$ cat config.mk
export PLATFORM = sky130hd
export DESIGN_NAME = keystroke_calculator_precedence_unit
export DESIGN_NICKNAME = d
export VERILOG_FILES = /design/src/hdl/kcp_pkg.sv /design/src/hdl/kcp_datapath.sv /design/src/hdl/kcp_ctrl.sv /design/src/hdl/keystroke_calculator_precedence_unit.sv
export SDC_FILE = /design/constraint.sdc
export NUM_CORES = 2
export LEC_CHECK = 0
export ABC_AREA = 1
export BUFFER_PORTS_ARGS = -buffer_cell sky130_fd_sc_hd__buf_2
export CORE_MARGIN = 4
export CORE_UTILIZATION = 30
export DETAILED_ROUTE_END_ITERATION = 8
export PLACE_DENSITY = 0.53
export SLEW_MARGIN = 30
export SYNTH_ARGS = -nofsm -noshare
export SYNTH_HDL_FRONTEND = slang
export SYNTH_SLANG_ARGS = --single-unit
$ cat constraint.sdc
create_clock -name clk -period 21.7 [get_ports clk]
set_input_delay 4.34 -clock clk [delete_from_list [all_inputs] [get_ports clk]]
set_output_delay 4.34 -clock clk [all_outputs]
set_load 0.02 [all_outputs]
$ cat src/hdl/kcp_pkg.sv
// ----------------------------------------------------------------------------
// kcp_pkg
// Shared types, key codes and helpers for the keystroke calculator.
// ----------------------------------------------------------------------------
`default_nettype none

package kcp_pkg;

  // operand magnitude width, signed value width, mul/div register width
  localparam int MAG_W = 30;
  localparam int VAL_W = 31;
  localparam int MD_W  = 2 * MAG_W;
  localparam int CNT_W = 6;
  localparam int LIM_W = 17;
  localparam int NV_W  = 36;

  localparam logic [MAG_W-1:0] ENTRY_MAX = 30'd999999999;
  localparam logic [LIM_W-1:0] LIMIT_RST = 17'd10000;

  // key codes
  localparam logic [4:0] KEY_9      = 5'd9;
  localparam logic [4:0] KEY_POINT  = 5'd10;
  localparam logic [4:0] KEY_EQUALS = 5'd11;
  localparam logic [4:0] KEY_PLUS   = 5'd12;
  localparam logic [4:0] KEY_MINUS  = 5'd13;
  localparam logic [4:0] KEY_TIMES  = 5'd14;
  localparam logic [4:0] KEY_DIVIDE = 5'd15;
  localparam logic [4:0] KEY_CLEAR  = 5'd19;

  // display kinds
  localparam logic [1:0] KIND_ENTRY  = 2'd0;
  localparam logic [1:0] KIND_RESULT = 2'd1;
  localparam logic [1:0] KIND_ERROR  = 2'd2;

  typedef enum logic [2:0] {
    ST_IDLE, ST_DECIDE, ST_MD, ST_POST, ST_OP2, ST_EMIT
  } ctrl_state_t;

  typedef enum logic [2:0] {
    PH_FIRST, PH_ADD, PH_MUL, PH_ADDMUL, PH_ERROR
  } main_phase_t;

  typedef enum logic [1:0] {
    EP_START, EP_SIGN, EP_INT, EP_FRAC
  } entry_phase_t;

  typedef enum logic [1:0] {
    MD_IDLE, MD_MUL, MD_DIV, MD_DONE
  } md_stage_t;

  typedef struct packed {
    logic       clear;
    logic       ev_int;
    logic       ev_frac;
    logic       set_sign;
    logic       sign_neg;
    logic       acc_from_entry;
    logic       pend_from_entry;
    logic       md_start;
    logic       md_is_div;
    logic       md_use_pend;
    logic       md_write;
    logic       sum_write;
    logic       sum_minus;
    logic       eq_finish;
    logic       new_operand;
    logic       out_load;
    logic [1:0] out_kind;
    logic       out_accepted;
    logic [3:0] digit;
    logic [2:0] frac_pos;
  } cmd_t;

  typedef struct packed {
    logic int_ovf;
    logic frac_ovf;
    logic entry_zero;
    logic md_done;
    logic md_fail;
    logic sum_fail;
    logic acc_fail;
    logic out_busy;
  } status_t;

  // power of ten for small exponents
  function automatic logic [19:0] pow10(input logic [2:0] n);
    logic [19:0] r;
    r = 20'd1;
    for (int i = 0; i < 6; i++) begin
      if (3'(i) < n) r = 20'(r * 20'd10);
    end
    return r;
  endfunction

endpackage

`default_nettype wire

$ cat src/hdl/kcp_datapath.sv
// ----------------------------------------------------------------------------
// kcp_datapath
// Operand, accumulator and limit registers, shift-add multiplier and
// restoring divider, and the result register of the output channel.
// ----------------------------------------------------------------------------
`default_nettype none

module kcp_datapath #(
  parameter int FRACTION_DIGITS = 4
) (
  input  wire                           clk,
  input  wire                           rst_n,
  input  wire kcp_pkg::cmd_t            cmd,
  output kcp_pkg::status_t              status,
  input  wire                           cfg_valid,
  output logic                          cfg_ready,
  input  wire  [kcp_pkg::LIM_W-1:0]     cfg_result_limit,
  output logic                          out_valid,
  input  wire                           out_ready,
  output logic signed [kcp_pkg::VAL_W-1:0] out_shown_value,
  output logic [1:0]                    out_shown_kind,
  output logic                          out_key_accepted
);

  localparam int MAG_W = kcp_pkg::MAG_W;
  localparam int VAL_W = kcp_pkg::VAL_W;
  localparam int MD_W  = kcp_pkg::MD_W;
  localparam int NV_W  = kcp_pkg::NV_W;
  localparam int BW    = kcp_pkg::LIM_W + 20;
  localparam logic [19:0] SCALE = kcp_pkg::pow10(3'(FRACTION_DIGITS));
  localparam logic [BW-1:0] RST_WIDE = BW'(kcp_pkg::LIMIT_RST) * BW'(SCALE);
  localparam logic [MAG_W-1:0] BOUND_RST =
    (RST_WIDE > BW'(kcp_pkg::ENTRY_MAX)) ? kcp_pkg::ENTRY_MAX : RST_WIDE[MAG_W-1:0];

  logic [kcp_pkg::LIM_W-1:0] limit_r;
  logic [MAG_W-1:0]          bound_r, bound_nxt;
  logic signed [VAL_W-1:0]   acc_r, pend_r;
  logic [MAG_W-1:0]          ev_r;
  logic                      neg_r;
  kcp_pkg::md_stage_t        md_r;
  logic [kcp_pkg::CNT_W-1:0] cnt_r;
  logic [MD_W-1:0]           prod_r, mcand_r;
  logic [MAG_W-1:0]          mplier_r, div_r, rem_r;
  logic                      md_neg_r;
  logic                      out_valid_r;
  logic signed [VAL_W-1:0]   out_value_r;
  logic [1:0]                out_kind_r;
  logic                      out_acc_r;

  logic [BW-1:0]           bound_wide;
  logic signed [VAL_W-1:0] entry_s, md_res, md_x, show_v;
  logic [VAL_W-1:0]        x_mag, acc_mag;
  logic [NV_W-1:0]         nv_int, nv_frac;
  logic [2:0]              frac_exp;
  logic [MAG_W:0]          div_t;
  logic                    div_ge;
  logic signed [VAL_W:0]   sum_s;
  logic [VAL_W:0]          sum_mag;

  assign cfg_ready = 1'b1;

  // result bound from the limit register
  always_comb begin
    bound_wide = BW'(limit_r) * BW'(SCALE);
    bound_nxt  = (bound_wide > BW'(kcp_pkg::ENTRY_MAX)) ? kcp_pkg::ENTRY_MAX
                                                        : bound_wide[MAG_W-1:0];
  end

  // digit entry and operand arithmetic
  always_comb begin
    entry_s  = neg_r ? -$signed({1'b0, ev_r}) : $signed({1'b0, ev_r});
    frac_exp = 3'(FRACTION_DIGITS - 1) - cmd.frac_pos;
    nv_int   = NV_W'(ev_r) * NV_W'(10) + NV_W'(cmd.digit) * NV_W'(SCALE);
    nv_frac  = NV_W'(ev_r) + NV_W'(cmd.digit) * NV_W'(kcp_pkg::pow10(frac_exp));
    md_x     = cmd.md_use_pend ? pend_r : acc_r;
    x_mag    = md_x[VAL_W-1] ? VAL_W'(-md_x) : VAL_W'(md_x);
    acc_mag  = acc_r[VAL_W-1] ? VAL_W'(-acc_r) : VAL_W'(acc_r);
    sum_s    = cmd.sum_minus ? (VAL_W+1)'(acc_r) - (VAL_W+1)'(pend_r)
                             : (VAL_W+1)'(acc_r) + (VAL_W+1)'(pend_r);
    sum_mag  = sum_s[VAL_W] ? (VAL_W+1)'(-sum_s) : (VAL_W+1)'(sum_s);
    md_res   = md_neg_r ? -$signed({1'b0, prod_r[MAG_W-1:0]})
                        : $signed({1'b0, prod_r[MAG_W-1:0]});
    div_t    = {rem_r, prod_r[MD_W-1]};
    div_ge   = div_t >= {1'b0, div_r};
    case (cmd.out_kind)
      kcp_pkg::KIND_ERROR:  show_v = '0;
      kcp_pkg::KIND_RESULT: show_v = acc_r;
      default:              show_v = entry_s;
    endcase
  end

  // status back to the controller
  always_comb begin
    status.int_ovf    = nv_int > NV_W'(kcp_pkg::ENTRY_MAX);
    status.frac_ovf   = nv_frac > NV_W'(kcp_pkg::ENTRY_MAX);
    status.entry_zero = ev_r == '0;
    status.md_done    = md_r == kcp_pkg::MD_DONE;
    status.md_fail    = (prod_r[MD_W-1:MAG_W] != '0) || (prod_r[MAG_W-1:0] > bound_r);
    status.sum_fail   = sum_mag > (VAL_W+1)'(bound_r);
    status.acc_fail   = acc_mag > VAL_W'(bound_r);
    status.out_busy   = out_valid_r && !out_ready;
  end

  // control registers
  always_ff @(posedge clk) begin
    if (!rst_n) begin
      limit_r     <= kcp_pkg::LIMIT_RST;
      bound_r     <= BOUND_RST;
      md_r        <= kcp_pkg::MD_IDLE;
      cnt_r       <= '0;
      out_valid_r <= 1'b0;
    end else begin
      if (cfg_valid) limit_r <= cfg_result_limit;
      bound_r <= bound_nxt;
      // drop a taken item, load a new one
      if (cmd.out_load) out_valid_r <= 1'b1;
      else if (out_ready) out_valid_r <= 1'b0;
      // mul/div sequencing
      if (cmd.clear || cmd.md_write) begin
        md_r <= kcp_pkg::MD_IDLE;
      end else if (cmd.md_start) begin
        md_r  <= kcp_pkg::MD_MUL;
        cnt_r <= '0;
      end else begin
        case (md_r)
          kcp_pkg::MD_MUL: begin
            if (cnt_r == kcp_pkg::CNT_W'(MAG_W - 1)) begin
              md_r  <= kcp_pkg::MD_DIV;
              cnt_r <= '0;
            end else begin
              cnt_r <= cnt_r + 1'b1;
            end
          end
          kcp_pkg::MD_DIV: begin
            if (cnt_r == kcp_pkg::CNT_W'(MD_W - 1)) md_r <= kcp_pkg::MD_DONE;
            else cnt_r <= cnt_r + 1'b1;
          end
          default: ;
        endcase
      end
    end
  end

  // payload registers
  always_ff @(posedge clk) begin
    if (!rst_n) begin
      acc_r  <= '0;
      pend_r <= '0;
      ev_r   <= '0;
      neg_r  <= 1'b0;
    end else if (cmd.clear) begin
      acc_r  <= '0;
      pend_r <= '0;
      ev_r   <= '0;
      neg_r  <= 1'b0;
    end else begin
      if (cmd.ev_int)   ev_r <= nv_int[MAG_W-1:0];
      if (cmd.ev_frac)  ev_r <= nv_frac[MAG_W-1:0];
      if (cmd.set_sign) neg_r <= cmd.sign_neg;
      if (cmd.acc_from_entry)  acc_r  <= entry_s;
      if (cmd.pend_from_entry) pend_r <= entry_s;
      if (cmd.md_write) begin
        if (cmd.md_use_pend) pend_r <= md_res;
        else acc_r <= md_res;
      end
      if (cmd.sum_write) begin
        acc_r  <= VAL_W'(sum_s);
        pend_r <= '0;
      end
      if (cmd.eq_finish) pend_r <= '0;
      if (cmd.new_operand || cmd.eq_finish) begin
        ev_r  <= '0;
        neg_r <= 1'b0;
      end
    end
  end

  // shift-add multiply, then restoring divide on the product
  always_ff @(posedge clk) begin
    if (cmd.md_start) begin
      prod_r   <= '0;
      mcand_r  <= MD_W'(x_mag);
      mplier_r <= cmd.md_is_div ? MAG_W'(SCALE) : ev_r;
      div_r    <= cmd.md_is_div ? ev_r : MAG_W'(SCALE);
      md_neg_r <= md_x[VAL_W-1] ^ (neg_r && ev_r != '0);
      rem_r    <= '0;
    end else if (md_r == kcp_pkg::MD_MUL) begin
      if (mplier_r[0]) prod_r <= prod_r + mcand_r;
      mcand_r  <= {mcand_r[MD_W-2:0], 1'b0};
      mplier_r <= {1'b0, mplier_r[MAG_W-1:1]};
    end else if (md_r == kcp_pkg::MD_DIV) begin
      rem_r  <= div_ge ? MAG_W'(div_t - {1'b0, div_r}) : div_t[MAG_W-1:0];
      prod_r <= {prod_r[MD_W-2:0], div_ge};
    end
  end

  // output item register
  always_ff @(posedge clk) begin
    if (cmd.out_load) begin
      out_value_r <= show_v;
      out_kind_r  <= cmd.out_kind;
      out_acc_r   <= cmd.out_accepted;
    end
  end

  assign out_valid        = out_valid_r;
  assign out_shown_value  = out_value_r;
  assign out_shown_kind   = out_kind_r;
  assign out_key_accepted = out_acc_r;

endmodule

`default_nettype wire

$ cat src/hdl/kcp_ctrl.sv
// ----------------------------------------------------------------------------
// kcp_ctrl
// Key decoder and sequencer: calculator phases, entry phase, fraction count
// and operator flags; drives the datapath by commands.
// ----------------------------------------------------------------------------
`default_nettype none

module kcp_ctrl #(
  parameter int FRACTION_DIGITS = 4
) (
  input  wire                   clk,
  input  wire                   rst_n,
  input  wire                   in_valid,
  output logic                  in_ready,
  input  wire  [4:0]            in_key_code,
  input  wire kcp_pkg::status_t status,
  output kcp_pkg::cmd_t         cmd
);

  kcp_pkg::ctrl_state_t  state_r, state_nxt;
  kcp_pkg::main_phase_t  phase_r, phase_nxt;
  kcp_pkg::entry_phase_t ep_r, ep_nxt;
  logic [4:0] key_r, key_nxt;
  logic [2:0] fd_r, fd_nxt;
  logic       add_minus_r, add_minus_nxt;
  logic       mdiv_r, mdiv_nxt;
  logic       rs_r, rs_nxt;
  logic       acc_flag_r, acc_flag_nxt;
  logic       clr, to_err, is_op;

  // state registers
  always_ff @(posedge clk) begin
    if (!rst_n) begin
      state_r     <= kcp_pkg::ST_IDLE;
      phase_r     <= kcp_pkg::PH_FIRST;
      ep_r        <= kcp_pkg::EP_START;
      key_r       <= '0;
      fd_r        <= '0;
      add_minus_r <= 1'b0;
      mdiv_r      <= 1'b0;
      rs_r        <= 1'b0;
      acc_flag_r  <= 1'b0;
    end else begin
      state_r     <= state_nxt;
      phase_r     <= phase_nxt;
      ep_r        <= ep_nxt;
      key_r       <= key_nxt;
      fd_r        <= fd_nxt;
      add_minus_r <= add_minus_nxt;
      mdiv_r      <= mdiv_nxt;
      rs_r        <= rs_nxt;
      acc_flag_r  <= acc_flag_nxt;
    end
  end

  // next state and commands
  always_comb begin
    state_nxt     = state_r;
    phase_nxt     = phase_r;
    ep_nxt        = ep_r;
    key_nxt       = key_r;
    fd_nxt        = fd_r;
    add_minus_nxt = add_minus_r;
    mdiv_nxt      = mdiv_r;
    rs_nxt        = rs_r;
    acc_flag_nxt  = acc_flag_r;
    clr           = 1'b0;
    to_err        = 1'b0;
    in_ready      = 1'b0;
    is_op         = (key_r == kcp_pkg::KEY_PLUS) || (key_r == kcp_pkg::KEY_MINUS);
    cmd             = '0;
    cmd.digit       = key_r[3:0];
    cmd.frac_pos    = fd_r;
    cmd.md_is_div   = mdiv_r;
    cmd.md_use_pend = phase_r == kcp_pkg::PH_ADDMUL;
    cmd.sum_minus   = add_minus_r;

    case (state_r)
      kcp_pkg::ST_IDLE: begin
        in_ready = 1'b1;
        if (in_valid) begin
          key_nxt   = in_key_code;
          // a digit, point or operator key after a result starts from cleared state
          if (rs_r && in_key_code <= kcp_pkg::KEY_DIVIDE) clr = 1'b1;
          state_nxt = kcp_pkg::ST_DECIDE;
        end
      end

      kcp_pkg::ST_DECIDE: begin
        state_nxt    = kcp_pkg::ST_EMIT;
        acc_flag_nxt = 1'b1;
        if (phase_r == kcp_pkg::PH_ERROR) begin
          if (key_r == kcp_pkg::KEY_CLEAR) clr = 1'b1;
          else acc_flag_nxt = 1'b0;
        end else if (key_r == kcp_pkg::KEY_CLEAR) begin
          clr = 1'b1;
        end else if (key_r > kcp_pkg::KEY_DIVIDE) begin
          acc_flag_nxt = 1'b0;
        end else if (key_r <= kcp_pkg::KEY_9) begin
          if (ep_r == kcp_pkg::EP_FRAC) begin
            if (fd_r >= 3'(FRACTION_DIGITS) || status.frac_ovf) begin
              acc_flag_nxt = 1'b0;
            end else begin
              cmd.ev_frac = 1'b1;
              fd_nxt      = fd_r + 1'b1;
            end
          end else if (status.int_ovf) begin
            acc_flag_nxt = 1'b0;
          end else begin
            cmd.ev_int = 1'b1;
            ep_nxt     = kcp_pkg::EP_INT;
          end
        end else if (key_r == kcp_pkg::KEY_POINT) begin
          if (ep_r == kcp_pkg::EP_FRAC) acc_flag_nxt = 1'b0;
          else ep_nxt = kcp_pkg::EP_FRAC;
        end else if (ep_r == kcp_pkg::EP_START && is_op) begin
          cmd.set_sign = 1'b1;
          cmd.sign_neg = key_r == kcp_pkg::KEY_MINUS;
          ep_nxt       = kcp_pkg::EP_SIGN;
        end else if (ep_r == kcp_pkg::EP_SIGN) begin
          acc_flag_nxt = 1'b0;
        end else if (ep_r == kcp_pkg::EP_START && key_r != kcp_pkg::KEY_EQUALS) begin
          acc_flag_nxt = 1'b0;
        end else begin
          // operand finished
          case (phase_r)
            kcp_pkg::PH_FIRST: begin
              cmd.acc_from_entry = 1'b1;
              state_nxt          = kcp_pkg::ST_POST;
            end
            kcp_pkg::PH_ADD: begin
              cmd.pend_from_entry = 1'b1;
              state_nxt           = kcp_pkg::ST_POST;
            end
            default: begin
              if (mdiv_r && status.entry_zero) begin
                to_err = 1'b1;
              end else begin
                cmd.md_start = 1'b1;
                state_nxt    = kcp_pkg::ST_MD;
              end
            end
          endcase
        end
      end

      kcp_pkg::ST_MD: begin
        if (status.md_done) begin
          if (status.md_fail) begin
            to_err = 1'b1;
          end else begin
            cmd.md_write = 1'b1;
            state_nxt    = kcp_pkg::ST_POST;
          end
        end
      end

      kcp_pkg::ST_POST: begin
        if (key_r == kcp_pkg::KEY_TIMES || key_r == kcp_pkg::KEY_DIVIDE) begin
          mdiv_nxt  = key_r == kcp_pkg::KEY_DIVIDE;
          phase_nxt = (phase_r == kcp_pkg::PH_FIRST || phase_r == kcp_pkg::PH_MUL)
                      ? kcp_pkg::PH_MUL : kcp_pkg::PH_ADDMUL;
          cmd.new_operand = 1'b1;
          ep_nxt          = kcp_pkg::EP_START;
          fd_nxt          = '0;
          acc_flag_nxt    = 1'b1;
          state_nxt       = kcp_pkg::ST_EMIT;
        end else if (phase_r == kcp_pkg::PH_ADD || phase_r == kcp_pkg::PH_ADDMUL) begin
          if (status.sum_fail) begin
            to_err = 1'b1;
          end else begin
            cmd.sum_write = 1'b1;
            state_nxt     = kcp_pkg::ST_OP2;
          end
        end else begin
          state_nxt = kcp_pkg::ST_OP2;
        end
      end

      kcp_pkg::ST_OP2: begin
        acc_flag_nxt = 1'b1;
        state_nxt    = kcp_pkg::ST_EMIT;
        if (is_op) begin
          add_minus_nxt   = key_r == kcp_pkg::KEY_MINUS;
          phase_nxt       = kcp_pkg::PH_ADD;
          cmd.new_operand = 1'b1;
          ep_nxt          = kcp_pkg::EP_START;
          fd_nxt          = '0;
        end else if (status.acc_fail) begin
          to_err = 1'b1;
        end else begin
          // equals: keep the accumulator, clear the rest
          cmd.eq_finish = 1'b1;
          phase_nxt     = kcp_pkg::PH_FIRST;
          ep_nxt        = kcp_pkg::EP_START;
          fd_nxt        = '0;
          add_minus_nxt = 1'b0;
          mdiv_nxt      = 1'b0;
          rs_nxt        = 1'b1;
        end
      end

      kcp_pkg::ST_EMIT: begin
        // hold while the previous item is still waiting
        if (!status.out_busy) begin
          cmd.out_load     = 1'b1;
          cmd.out_accepted = acc_flag_r;
          if (phase_r == kcp_pkg::PH_ERROR) cmd.out_kind = kcp_pkg::KIND_ERROR;
          else if (rs_r) cmd.out_kind = kcp_pkg::KIND_RESULT;
          else cmd.out_kind = kcp_pkg::KIND_ENTRY;
          state_nxt = kcp_pkg::ST_IDLE;
        end
      end

      default: state_nxt = kcp_pkg::ST_IDLE;
    endcase

    // clear all calculation state, and enter error where needed
    if (clr || to_err) begin
      cmd.clear     = 1'b1;
      phase_nxt     = kcp_pkg::PH_FIRST;
      ep_nxt        = kcp_pkg::EP_START;
      fd_nxt        = '0;
      add_minus_nxt = 1'b0;
      mdiv_nxt      = 1'b0;
      rs_nxt        = 1'b0;
    end
    if (to_err) begin
      phase_nxt    = kcp_pkg::PH_ERROR;
      acc_flag_nxt = 1'b1;
      state_nxt    = kcp_pkg::ST_EMIT;
    end
  end

endmodule

`default_nettype wire

$ cat src/hdl/keystroke_calculator_precedence_unit.sv
// ----------------------------------------------------------------------------
// keystroke_calculator_precedence_unit
// Four-function decimal calculator with multiply/divide precedence, fed one
// key code per item; signed fixed-point values scaled by 10^FRACTION_DIGITS.
//
// Usage:
//   in_*  : one key code per item (valid/ready). Every key gives exactly one
//           item on out_*: the value shown, its kind (entry, result, error)
//           and whether the key was accepted.
//   cfg_* : writes result_limit; write only while no key is in flight.
//   Keys pass decide, then emit: digit, point, sign, clear and refused
//   keys directly; times or divide closing a plain operand by way of post;
//   add, subtract and equals by way of post and op2; a key that completes
//   a multiply or divide runs the shared mul/div unit first (30 shift-add
//   steps, then 60 restoring divide steps). One key is worked on at a time;
//   the next is taken once the previous result is loaded.
//   Reset: synchronous, active low; all calculation state cleared, limit
//   back to 10000, no output pending.
//   Stall: a held output keeps its item; a following key is still taken and
//   processed, then waits with in_ready low until the output register is free.
// ----------------------------------------------------------------------------
`default_nettype none

module keystroke_calculator_precedence_unit #(
  parameter int FRACTION_DIGITS = 4
) (
  input  wire                            clk,
  input  wire                            rst_n,
  input  wire                            in_valid,
  output logic                           in_ready,
  input  wire  [4:0]                     in_key_code,
  output logic                           out_valid,
  input  wire                            out_ready,
  output logic signed [kcp_pkg::VAL_W-1:0] out_shown_value,
  output logic [1:0]                     out_shown_kind,
  output logic                           out_key_accepted,
  input  wire                            cfg_valid,
  output logic                           cfg_ready,
  input  wire  [kcp_pkg::LIM_W-1:0]      cfg_result_limit
);

  kcp_pkg::cmd_t    cmd;
  kcp_pkg::status_t status;

  kcp_ctrl #(
    .FRACTION_DIGITS(FRACTION_DIGITS)
  ) u_ctrl (
    .clk        (clk),
    .rst_n      (rst_n),
    .in_valid   (in_valid),
    .in_ready   (in_ready),
    .in_key_code(in_key_code),
    .status     (status),
    .cmd        (cmd)
  );

  kcp_datapath #(
    .FRACTION_DIGITS(FRACTION_DIGITS)
  ) u_datapath (
    .clk             (clk),
    .rst_n           (rst_n),
    .cmd             (cmd),
    .status          (status),
    .cfg_valid       (cfg_valid),
    .cfg_ready       (cfg_ready),
    .cfg_result_limit(cfg_result_limit),
    .out_valid       (out_valid),
    .out_ready       (out_ready),
    .out_shown_value (out_shown_value),
    .out_shown_kind  (out_shown_kind),
    .out_key_accepted(out_key_accepted)
  );

endmodule

`default_nettype wire

==> impl_metrics.csv <==
group,metric,value,unit
worst_setup_path,crit_arrival,11.86,ns
synth,ys_seq_elements,411,
floorplanning,initial_core_util,30.2,%
clock_network,cts_setup_buffers,0,
detailed_routing,routed_wl,164000,µm
detailed_routing,top_layer,"met5",
finish,area_growth,9.83,%
timing,max_freq,0.0885,GHz
synth,synth-edff-count,126,
timing,timing.hold.ws,0.475,ns
place,gp_congestion,0.928,
global_route,grt_pass1_wl,251000,µm
run_status,outcome,"completed",
timing,rsz0062_at_grt,"no",
floorplanning,num_rows,140,
synth,synth_area_leaders,"ha_1, nand2_1, dfxtp_1",
detailed_routing,drc,0,
timing,fin_crit,11.30,ns
pwr,ir_worst_vdd,93.3,µV
timing,drv_slew,0,
timing,fin_tns_setup,0,ns
detailed_routing,wl_per_cell,19.0,µm
detailed_routing,vias,44200,
timing,fin_skew,0.0403,ns
timing,finalCritPeriodShare,52.1,%
finish,final_util,33.2,%
synth,synth.cell_area,0.0441,mm²
floorplanning,die-width,392,µm
hold_path,hp-class,"flop to flop",
place,io_buffer_count,62,
worst_setup_path,path_common_cell,"nand2_1",
detailed_routing,dr_wl_met3,11000,µm
pwr,power_density,104,mW/mm²
worst_setup_path,critPathKind,"flop to flop",
finish,nets,7299,
finish,n_antenna_cell,0,
pwr,p_leak,24.5,nW
clock_network,root_buffer,"clkbuf_16",
place,place_hpwl,131000,µm
synth,synthCells,6691,
detailed_routing,wl_met1,78200,µm
flow_run,maxCapViolCount,0,
finish,fin_area,0.0485,mm²
synth,synth.distinct_cells,70,
detailed_routing,postRouteAntennaNets,0,
worst_setup_path,cp.required,22.26,ns
detailed_routing,drtPass1Iterations,6,
clock_network,clkTransAtPathRegs,0.06,ns
clock_network,cts_resized,0,
synth,synth_area_leader_cell,"ha_1",
synth,syn-mean-instance-area,6.60,µm²
finish,drive_gt1_share,4.35,%
detailed_routing,via_per_inst,5.11,
timing,tightest_slew,1.09,ns
clock_network,numCtsBuffers,56,
worst_setup_path,max_stage_delay,0.54,ns
clock_network,clkSinkCount,411,
floorplanning,coreArea,0.146,mm²
global_route,grt-ovfl-total,0,
synth,ys.flop_type,"dfxtp_1",
detailed_routing,met2_length,69400,µm
detailed_routing,drt_iter0_drc,4016,
clock_network,clock_path_buffers,3,
clock_network,h-tree-depth,2,
global_route,grt_use_total,20.9,%
clock_network,insertion_delay,0.68,ns
worst_setup_path,cp_max_fo,24,
global_route,grt_max_degree,81,
place,placed_cell_area,0.0465,mm²
floorplanning,die-area,0.153,mm²
synth,synth_top_area_share,13.4,%
floorplanning,num_io_pins,64,
clock_network,cts_hold_buf,0,
clock_network,cts_tree,"yes",
worst_setup_path,cp_slowest_cell,"fa_1",
worst_setup_path,critPathLaunchType,"flop",
synth,yosysWarnings,0,
timing,setup_violations,0,
global_route,grt_pass1_vias,42200,
worst_setup_path,endpoint_kind,"flop",
global_route,antenna_found_initial,12,
floorplanning,die_y,392,µm
synth,seq_area_frac_synth,21.5,%
timing,slew_headroom,27.2,%
timing,hold_viol,0,
synth,synth-async-reset-ratio,0,%
worst max-delay path: cells and delay by family (launching register included):
family	cells	cell delay, ns
DFF	1	0.43
adders and majority gates	10	3.50
and+or+nand+nor	25	3.70
xor gates and xnor gates	3	0.46
AOI/OAI and AO/OA	9	2.12
buffers and inverters	8	0.97
cells in the final DEF (no fill, tap or decap), drive strengths merged, types with 26 or more instances in the layout:
cell type and count:
a22oi 29, o22ai 35, o21ai 509, inv 1083
buf 109, xor2 245, a21oi 495, nor4 31
xnor2 74, or2 27, dfxtp 285, nor3 88
ha 473, o21a 26, fa 105, a31oi 42
nand2 1572, nor2 696, nand4 123, clkbuf 85
edfxtp 126, o211ai 37, nand3 256
sequential cells by signal (all words and copies together), names as in the netlist, 3 cells and up:
register,count
u_datapath.mcand_r,60
u_datapath.prod_r,60
u_datapath.acc_r,31
u_datapath.out_shown_value,31
u_datapath.pend_r,31
u_datapath.div_r,30
u_datapath.ev_r,30
u_datapath.mplier_r,30
u_datapath.rem_r,30
u_datapath.bound_r,27
u_datapath.limit_r,17
u_datapath.cnt_r,6
u_ctrl.key_r,5
u_ctrl.fd_r,3
u_ctrl.phase_r,3
u_ctrl.state_r,3
cells in the mapped netlist, drive strengths merged, types with 2 or more instances:
master and count:
a22oi 29, inv 1082, nand2 1572, o221ai 19, a2bb2oi 5, a41oi 3, clkbuf 122, a221oi 4
o211ai 37, o21bai 17, edfxtp 126, clkinv 8, a2111oi 2, nor2 696, nand3 256, and2 8
or2 27, mux2i 11, conb 2, a21boi 10, fa 105, a21o 21, o31ai 12, a21oi 495
o22ai 35, buf 46, nor3 88, a31o 3, dfxtp 285, or3 2, nand3b 21, a211oi 6
nand4 123, nor4 31, o21a 26, xnor2 74, ha 473, o21ai 509, a31oi 42, o2111ai 5
xor2 245
worst paths after layout:
check	slack, ns	to	startpoint	cells past startpoint
min reg2reg	0.47	u_datapath.rem_r[24]	u_datapath.rem_r[24]	2
max	10.40	u_datapath.ev_r[7]	u_ctrl.fd_r[2]	55
max reg2reg	10.40	u_datapath.ev_r[7]	u_ctrl.fd_r[2]	55
min	0.47	u_datapath.rem_r[24]	u_datapath.rem_r[24]	2
power breakdown:
group | switching [mW] | total (mW) | internal [mW]
Clock | 0.402 | 0.989 | 0.587
Combinational | 1.98 | 2.95 | 0.963
Sequential | 0.154 | 1.12 | 0.963
Total | 2.54 | 5.05 | 2.51
cell type report:
| class | instances | area (µm²) |
|---|---|---|
| multi-input cells | 5026 | 29900 |
| clock inverters | 20 | 220 |
| inverters | 1090 | 4090 |
| well taps | 1917 | 2400 |
| flip-flops and latches | 411 | 9490 |
| repair buffers | 109 | 663 |
| clock buffers | 85 | 1740 |
| fillers | 16000 | 97400 |
routing by layer:
metal / track usage (%) / vias up
li1: - / 21900
met5: 0 / -
met3: 2.88 / 240
met1: 29.9 / 20700
met4: 6.79 / 8
met2: 32.3 / 1434
through the flow:
stage	total power, mW	setup slack (ns)	std cells
global placement	4.02	10.80	8552
CTS	5.07	10.48	8657
floorplan	3.17	12.52	6695
detailed placement	4.05	10.53	8552
finish	5.05	10.40	8658
global route	5.51	9.45	8658
cell families after synthesis:
kind of cell    after synthesis  synth area share [%]
compound gates             1286                  16.1
xor+xnor                    319                  6.38
fa+ha+maj                   578                  18.2
buf+inv                    1258                  10.9
flops                       411                  21.5
mux                          11                 0.250
other cells                   2                0.0170
simple gates               2826                  26.6
No activity file was read; power rests on OpenSTA's default activity.
